===== config.mk =====
export PLATFORM = sky130hd
export DESIGN_NAME = alt_ctrl
export DESIGN_NICKNAME = d
export VERILOG_FILES = /design/src/alt_pkg.sv /design/src/alt_ctrl.sv
export SDC_FILE = /design/constraint.sdc
export NUM_CORES = 1
export LEC_CHECK = 0
export CAP_MARGIN = 30
export CORE_MARGIN = 10
export CORE_UTILIZATION = 28
export DETAILED_ROUTE_END_ITERATION = 12
export DONT_BUFFER_PORTS = 1
export PLACE_DENSITY_LB_ADDON = 0.3
export SLEW_MARGIN = 30
export SYNTH_ARGS = -nofsm -noshare
export SYNTH_HDL_FRONTEND = slang
export SYNTH_SLANG_ARGS = --single-unit

===== constraint.sdc =====
create_clock -name clk_i -period 4.7 [get_ports clk_i]
set_clock_uncertainty 0.2 [all_clocks]
set_input_delay 0.94 -clock clk_i [delete_from_list [all_inputs] [get_ports clk_i]]
set_output_delay 0.94 -clock clk_i [all_outputs]
set_load 0.01 [all_outputs]

===== src/alt_pkg.sv =====
package alt_pkg;

  // Width of the entry count and of the reported index.
  localparam int CNT_W = 7;

  typedef enum logic [2:0] {
    KIND_INSERT = 3'd0,
    KIND_DELETE = 3'd1,
    KIND_SEARCH = 3'd2,
    KIND_CHANGE = 3'd3,
    KIND_DUMP   = 3'd4
  } kind_e;

  typedef enum logic [1:0] {
    ST_OK    = 2'd0,
    ST_FULL  = 2'd1,
    ST_EMPTY = 2'd2,
    ST_MISS  = 2'd3
  } status_e;

  typedef enum logic [1:0] {
    IDX_PTR,
    IDX_CNT,
    IDX_POS,
    IDX_ZERO
  } idx_sel_e;

  typedef enum logic [2:0] {
    S_IDLE,
    S_EXEC,
    S_SCAN_RD,
    S_SCAN_CMP,
    S_SH_RD,
    S_SH_WR,
    S_DMP_RD,
    S_DMP_OUT
  } fsm_e;

  // Everything stored with an entry apart from its key.
  typedef struct packed {
    logic [63:0] name;
    logic        room;
    logic [33:0] phone;
    logic [9:0]  days;
    logic [31:0] rent;
  } rec_t;

  typedef struct packed {
    logic     load;
    logic     wr_insert;
    logic     wr_change;
    logic     wr_shift;
    logic     rd_next;
    logic     ptr_clr;
    logic     ptr_inc;
    logic     pos_save;
    logic     cnt_inc;
    logic     cnt_dec;
    logic     emit;
    status_e  emit_status;
    idx_sel_e idx_sel;
    logic     emit_entry;
    logic     emit_last;
  } cmd_t;

  typedef struct packed {
    kind_e kind;
    logic  full;
    logic  empty;
    logic  key_hit;
    logic  at_end;
    logic  shift_more;
  } sts_t;

endpackage


===== src/alt_ctrl.sv =====
module alt_ctrl (
  input  logic          clk_i,
  input  logic          rst_ni,
  input  logic          start,
  input  alt_pkg::sts_t sts_i,
  output alt_pkg::cmd_t cmd_o,
  output logic          busy
);

  alt_pkg::fsm_e state_q, state_d;

  always_ff @(posedge clk_i or negedge rst_ni) begin
    if (!rst_ni) begin
      state_q <= alt_pkg::S_IDLE;
    end else begin
      state_q <= state_d;
    end
  end

  always_comb begin
    state_d = state_q;
    case (state_q)
      alt_pkg::S_IDLE: begin
        if (start) state_d = alt_pkg::S_EXEC;
      end
      alt_pkg::S_EXEC: begin
        case (sts_i.kind)
          alt_pkg::KIND_DELETE, alt_pkg::KIND_SEARCH, alt_pkg::KIND_CHANGE: begin
            state_d = sts_i.empty ? alt_pkg::S_IDLE : alt_pkg::S_SCAN_RD;
          end
          alt_pkg::KIND_DUMP: begin
            state_d = sts_i.empty ? alt_pkg::S_IDLE : alt_pkg::S_DMP_RD;
          end
          default: state_d = alt_pkg::S_IDLE;
        endcase
      end
      alt_pkg::S_SCAN_RD: state_d = alt_pkg::S_SCAN_CMP;
      alt_pkg::S_SCAN_CMP: begin
        if (sts_i.key_hit) begin
          if (sts_i.kind == alt_pkg::KIND_DELETE && !sts_i.at_end) begin
            state_d = alt_pkg::S_SH_RD;
          end else begin
            state_d = alt_pkg::S_IDLE;
          end
        end else if (sts_i.at_end) begin
          state_d = alt_pkg::S_IDLE;
        end else begin
          state_d = alt_pkg::S_SCAN_RD;
        end
      end
      alt_pkg::S_SH_RD: state_d = alt_pkg::S_SH_WR;
      alt_pkg::S_SH_WR: begin
        state_d = sts_i.shift_more ? alt_pkg::S_SH_RD : alt_pkg::S_IDLE;
      end
      alt_pkg::S_DMP_RD: state_d = alt_pkg::S_DMP_OUT;
      alt_pkg::S_DMP_OUT: begin
        state_d = sts_i.at_end ? alt_pkg::S_IDLE : alt_pkg::S_DMP_RD;
      end
      default: state_d = alt_pkg::S_IDLE;
    endcase
  end

  always_comb begin
    cmd_o             = '0;
    cmd_o.emit_status = alt_pkg::ST_OK;
    cmd_o.idx_sel     = alt_pkg::IDX_PTR;
    cmd_o.emit_last   = 1'b1;
    case (state_q)
      alt_pkg::S_IDLE: cmd_o.load = start;
      alt_pkg::S_EXEC: begin
        case (sts_i.kind)
          alt_pkg::KIND_INSERT: begin
            cmd_o.emit    = 1'b1;
            cmd_o.idx_sel = alt_pkg::IDX_CNT;
            if (sts_i.full) begin
              cmd_o.emit_status = alt_pkg::ST_FULL;
            end else begin
              cmd_o.wr_insert = 1'b1;
              cmd_o.cnt_inc   = 1'b1;
            end
          end
          alt_pkg::KIND_DELETE, alt_pkg::KIND_SEARCH, alt_pkg::KIND_CHANGE,
          alt_pkg::KIND_DUMP: begin
            if (sts_i.empty) begin
              cmd_o.emit        = 1'b1;
              cmd_o.emit_status = alt_pkg::ST_EMPTY;
              cmd_o.idx_sel     = alt_pkg::IDX_ZERO;
            end else begin
              cmd_o.ptr_clr = 1'b1;
            end
          end
          default: ;
        endcase
      end
      alt_pkg::S_SCAN_CMP: begin
        if (sts_i.key_hit) begin
          case (sts_i.kind)
            alt_pkg::KIND_DELETE: begin
              if (sts_i.at_end) begin
                cmd_o.emit    = 1'b1;
                cmd_o.cnt_dec = 1'b1;
              end else begin
                cmd_o.pos_save = 1'b1;
              end
            end
            alt_pkg::KIND_CHANGE: begin
              cmd_o.wr_change = 1'b1;
              cmd_o.emit      = 1'b1;
            end
            default: cmd_o.emit = 1'b1;
          endcase
        end else if (sts_i.at_end) begin
          cmd_o.emit        = 1'b1;
          cmd_o.emit_status = alt_pkg::ST_MISS;
          cmd_o.idx_sel     = alt_pkg::IDX_CNT;
        end else begin
          cmd_o.ptr_inc = 1'b1;
        end
      end
      alt_pkg::S_SH_RD: cmd_o.rd_next = 1'b1;
      alt_pkg::S_SH_WR: begin
        cmd_o.wr_shift = 1'b1;
        cmd_o.ptr_inc  = 1'b1;
        if (!sts_i.shift_more) begin
          cmd_o.cnt_dec = 1'b1;
          cmd_o.emit    = 1'b1;
          cmd_o.idx_sel = alt_pkg::IDX_POS;
        end
      end
      alt_pkg::S_DMP_OUT: begin
        cmd_o.emit       = 1'b1;
        cmd_o.emit_entry = 1'b1;
        cmd_o.emit_last  = sts_i.at_end;
        cmd_o.ptr_inc    = 1'b1;
      end
      default: ;
    endcase
  end

  assign busy = (state_q != alt_pkg::S_IDLE);

  // A new item is only taken while the machine is idle.
  a_load_idle: assert property (@(posedge clk_i) disable iff (!rst_ni)
    cmd_o.load |-> state_q == alt_pkg::S_IDLE)
    else $error("item loaded while busy");

  // Every accepted item is examined in the cycle right after it is taken.
  a_exec_follows: assert property (@(posedge clk_i) disable iff (!rst_ni)
    cmd_o.load |=> state_q == alt_pkg::S_EXEC)
    else $error("accepted item not dispatched");

  // A shift step always follows a read of the next entry.
  a_shift_after_read: assert property (@(posedge clk_i) disable iff (!rst_ni)
    state_q == alt_pkg::S_SH_WR |-> $past(state_q) == alt_pkg::S_SH_RD)
    else $error("shift write without read");

endmodule


==> results.ini <==
[logic_synthesis]
syn_inst=57
ys_types=30
yosys.area.top_type_share_pct=17.9
ys_warn_count=0
synthesis.area_um2=420
synth-edff-count=0
synth_seq_cells=3
synth_top_cells_by_count=inv_1, nor2_1, o21ai_0
avgSynthCellArea_um2=7.38
ys_seq_area_share_pct=17.9
syn_nets=68
yosysTopAreaCell=dfrtp_1
synth_area_leaders=dfrtp_1, inv_1, nor2_1, buf_4, o21ai_0
async_flop_share_pct=100
synthFlopType=dfrtp_1

[floorplanning]
chipWidth_um=58.8
start_util_pct=31.1
dieArea_um2=3450
io_pins=29
core_um2=1350
rows=13
die_h_um=58.8

[sta]
setup_tns_ps=0
hold_viol=0
fmax_ghz=0.344
grt_setup_unrepaired=false
slew_viol_final=0
setup_viol=0
min_period_ps=2910
finalCritPeriodShare_pct=61.8
slew_headroom_pct=73.4
tightestPinTransition_ps=394

[detailed_routing]
wirelength_um=1270
routed-via-count=423
drtPass1Iterations=4
vias_per_cell=5.88
drc=0
postRouteAntennaNets=0
drtIter0Drc=17
wl_per_cell_um=17.7

[cells_and_area]
largest_reg_flops=3
finalNetCount=69
largest-register=state_q
layout-drive-gt1-share_pct=19.3
post-route-util_pct=32.0
diodes=0
syn2layout_area_growth_pct=2.68
reg_top3=state_q: 3 flops

[setup_path]
critPathCaptureType=output port
critPathKind=in2out
worst_r2r_startpoint=state_q[1]
reg2reg_depth=3
crit_path_max_fanout=5
r2r-end=state_q[1]
arrival_ps=1770
ff2ff_setup_slack_ps=3140
required_ps=3560
critPathMaxStageDelay_ps=370
crit_path_cell_trace=nand3b_1 > or3_4 > o32ai_2
worstSetupStartpointType=input pin
crit_slowest_cell=or3_4

[placed_design]
io_buffer_count=0
place_hpwl_um=1040
gp_congestion=0.745

[global_routing]
grt_pass1_wl_um=2050
grt_overflow=0
antenna_found_initial=0
grt.total_usage_pct=7.68
grt_pass1_vias=404
grt_max_degree=14

[power]
leakage_nw=0.207
ir_worst_vdd_uv=243
pwr_density_cell_nw_per_um2=520

[cts]
cts_max_level=1
cts_buffers=3
post_cts.repair.setup_buffers=0
clock_sinks=3
clockBufferDepth=2
cts_resized=0
cts_root_buf=clkbuf_4
postCtsHoldBufs=0
insertion_delay_ps=230
cts_tree=done
path_clk_slew_ps=40

[worst_hold_path]
hold_class=in2async

[outcome]
status=complete, no violations

[flow_run]
cap_violations=0

## area by class of cell
class	count	area [µm²]
clock buffer	4	26.3
fill	150	918
inverter	7	26.3
multi-input combinational	43	285
sequential	3	75.1
tap	15	18.8
## cells by family after synthesis
kind of cell           count (synthesis)  share of synthesized area (%)
and+or+nand+nor                       32                           48.5
buffers and inverters                 11                           14.3
AOI/OAI and AO/OA                     11                           19.3
DFF                                    3                           17.9
## cell usage in the layout (no fill, tap or decap), drive strengths merged, types with 2 or more instances in the layout
cell	synthesis	final
clkbuf	0	4
nand2	3	3
nor2b	2	2
nand3b	2	2
dfrtp	3	3
o21ai	4	4
nor3b	2	2
nor2	7	7
or3	3	3
or2	2	2
and3	2	2
nand3	3	3
inv	7	7
## metrics by stage
step	instances	instance area [µm²]	setup WS, ps	hold slack (ps)	power, W
final	72	432	1790	203	0.000224
after global routing	72	432	1730	191	0.000247
after global placement	68	405	1790	444	0.000181
after detailed placement	68	405	1780	445	0.000182
after floorplan	57	420	1850	388	0.000176
after CTS	72	432	1780	200	0.000228
## worst max path at each step
| stage | from | to | slack [ps] | cells past startpoint |
|---|---|---|---|---|
| 4_1_cts | sts_i[7] | cmd_o[7] | 1780 | 3 |
| 5_1_grt | sts_i[7] | cmd_o[7] | 1730 | 3 |
| 3_3_place_gp | sts_i[7] | cmd_o[7] | 1790 | 3 |
| 3_5_place_dp | sts_i[7] | cmd_o[7] | 1780 | 3 |
| 2_1_floorplan | sts_i[7] | cmd_o[7] | 1850 | 3 |
| 6_report | sts_i[7] | cmd_o[7] | 1790 | 3 |
## metal layers
| metal | share of wire [%] | GRT usage [%] | routed length [µm] |
|---|---|---|---|
| met2 | 57 | 13.5 | 728 |
| met4 | 0 | 4.92 | 0 |
| met1 | 32 | 6.99 | 411 |
| met5 | 0 | 0 | 0 |
| met3 | 11 | 3.43 | 134 |
## power by group
part	internal (W)	switching, W
Clock	0.0000318	0.0000132
Combinational	0.0000437	0.0000624
Sequential	0.0000371	0.0000361
Total	0.000113	0.000112
## critical path: cells and delay by family
family          cells  cell delay, ps
simple gates        2             520
compound gates      1             300
(Power assumes the default switching activity.)
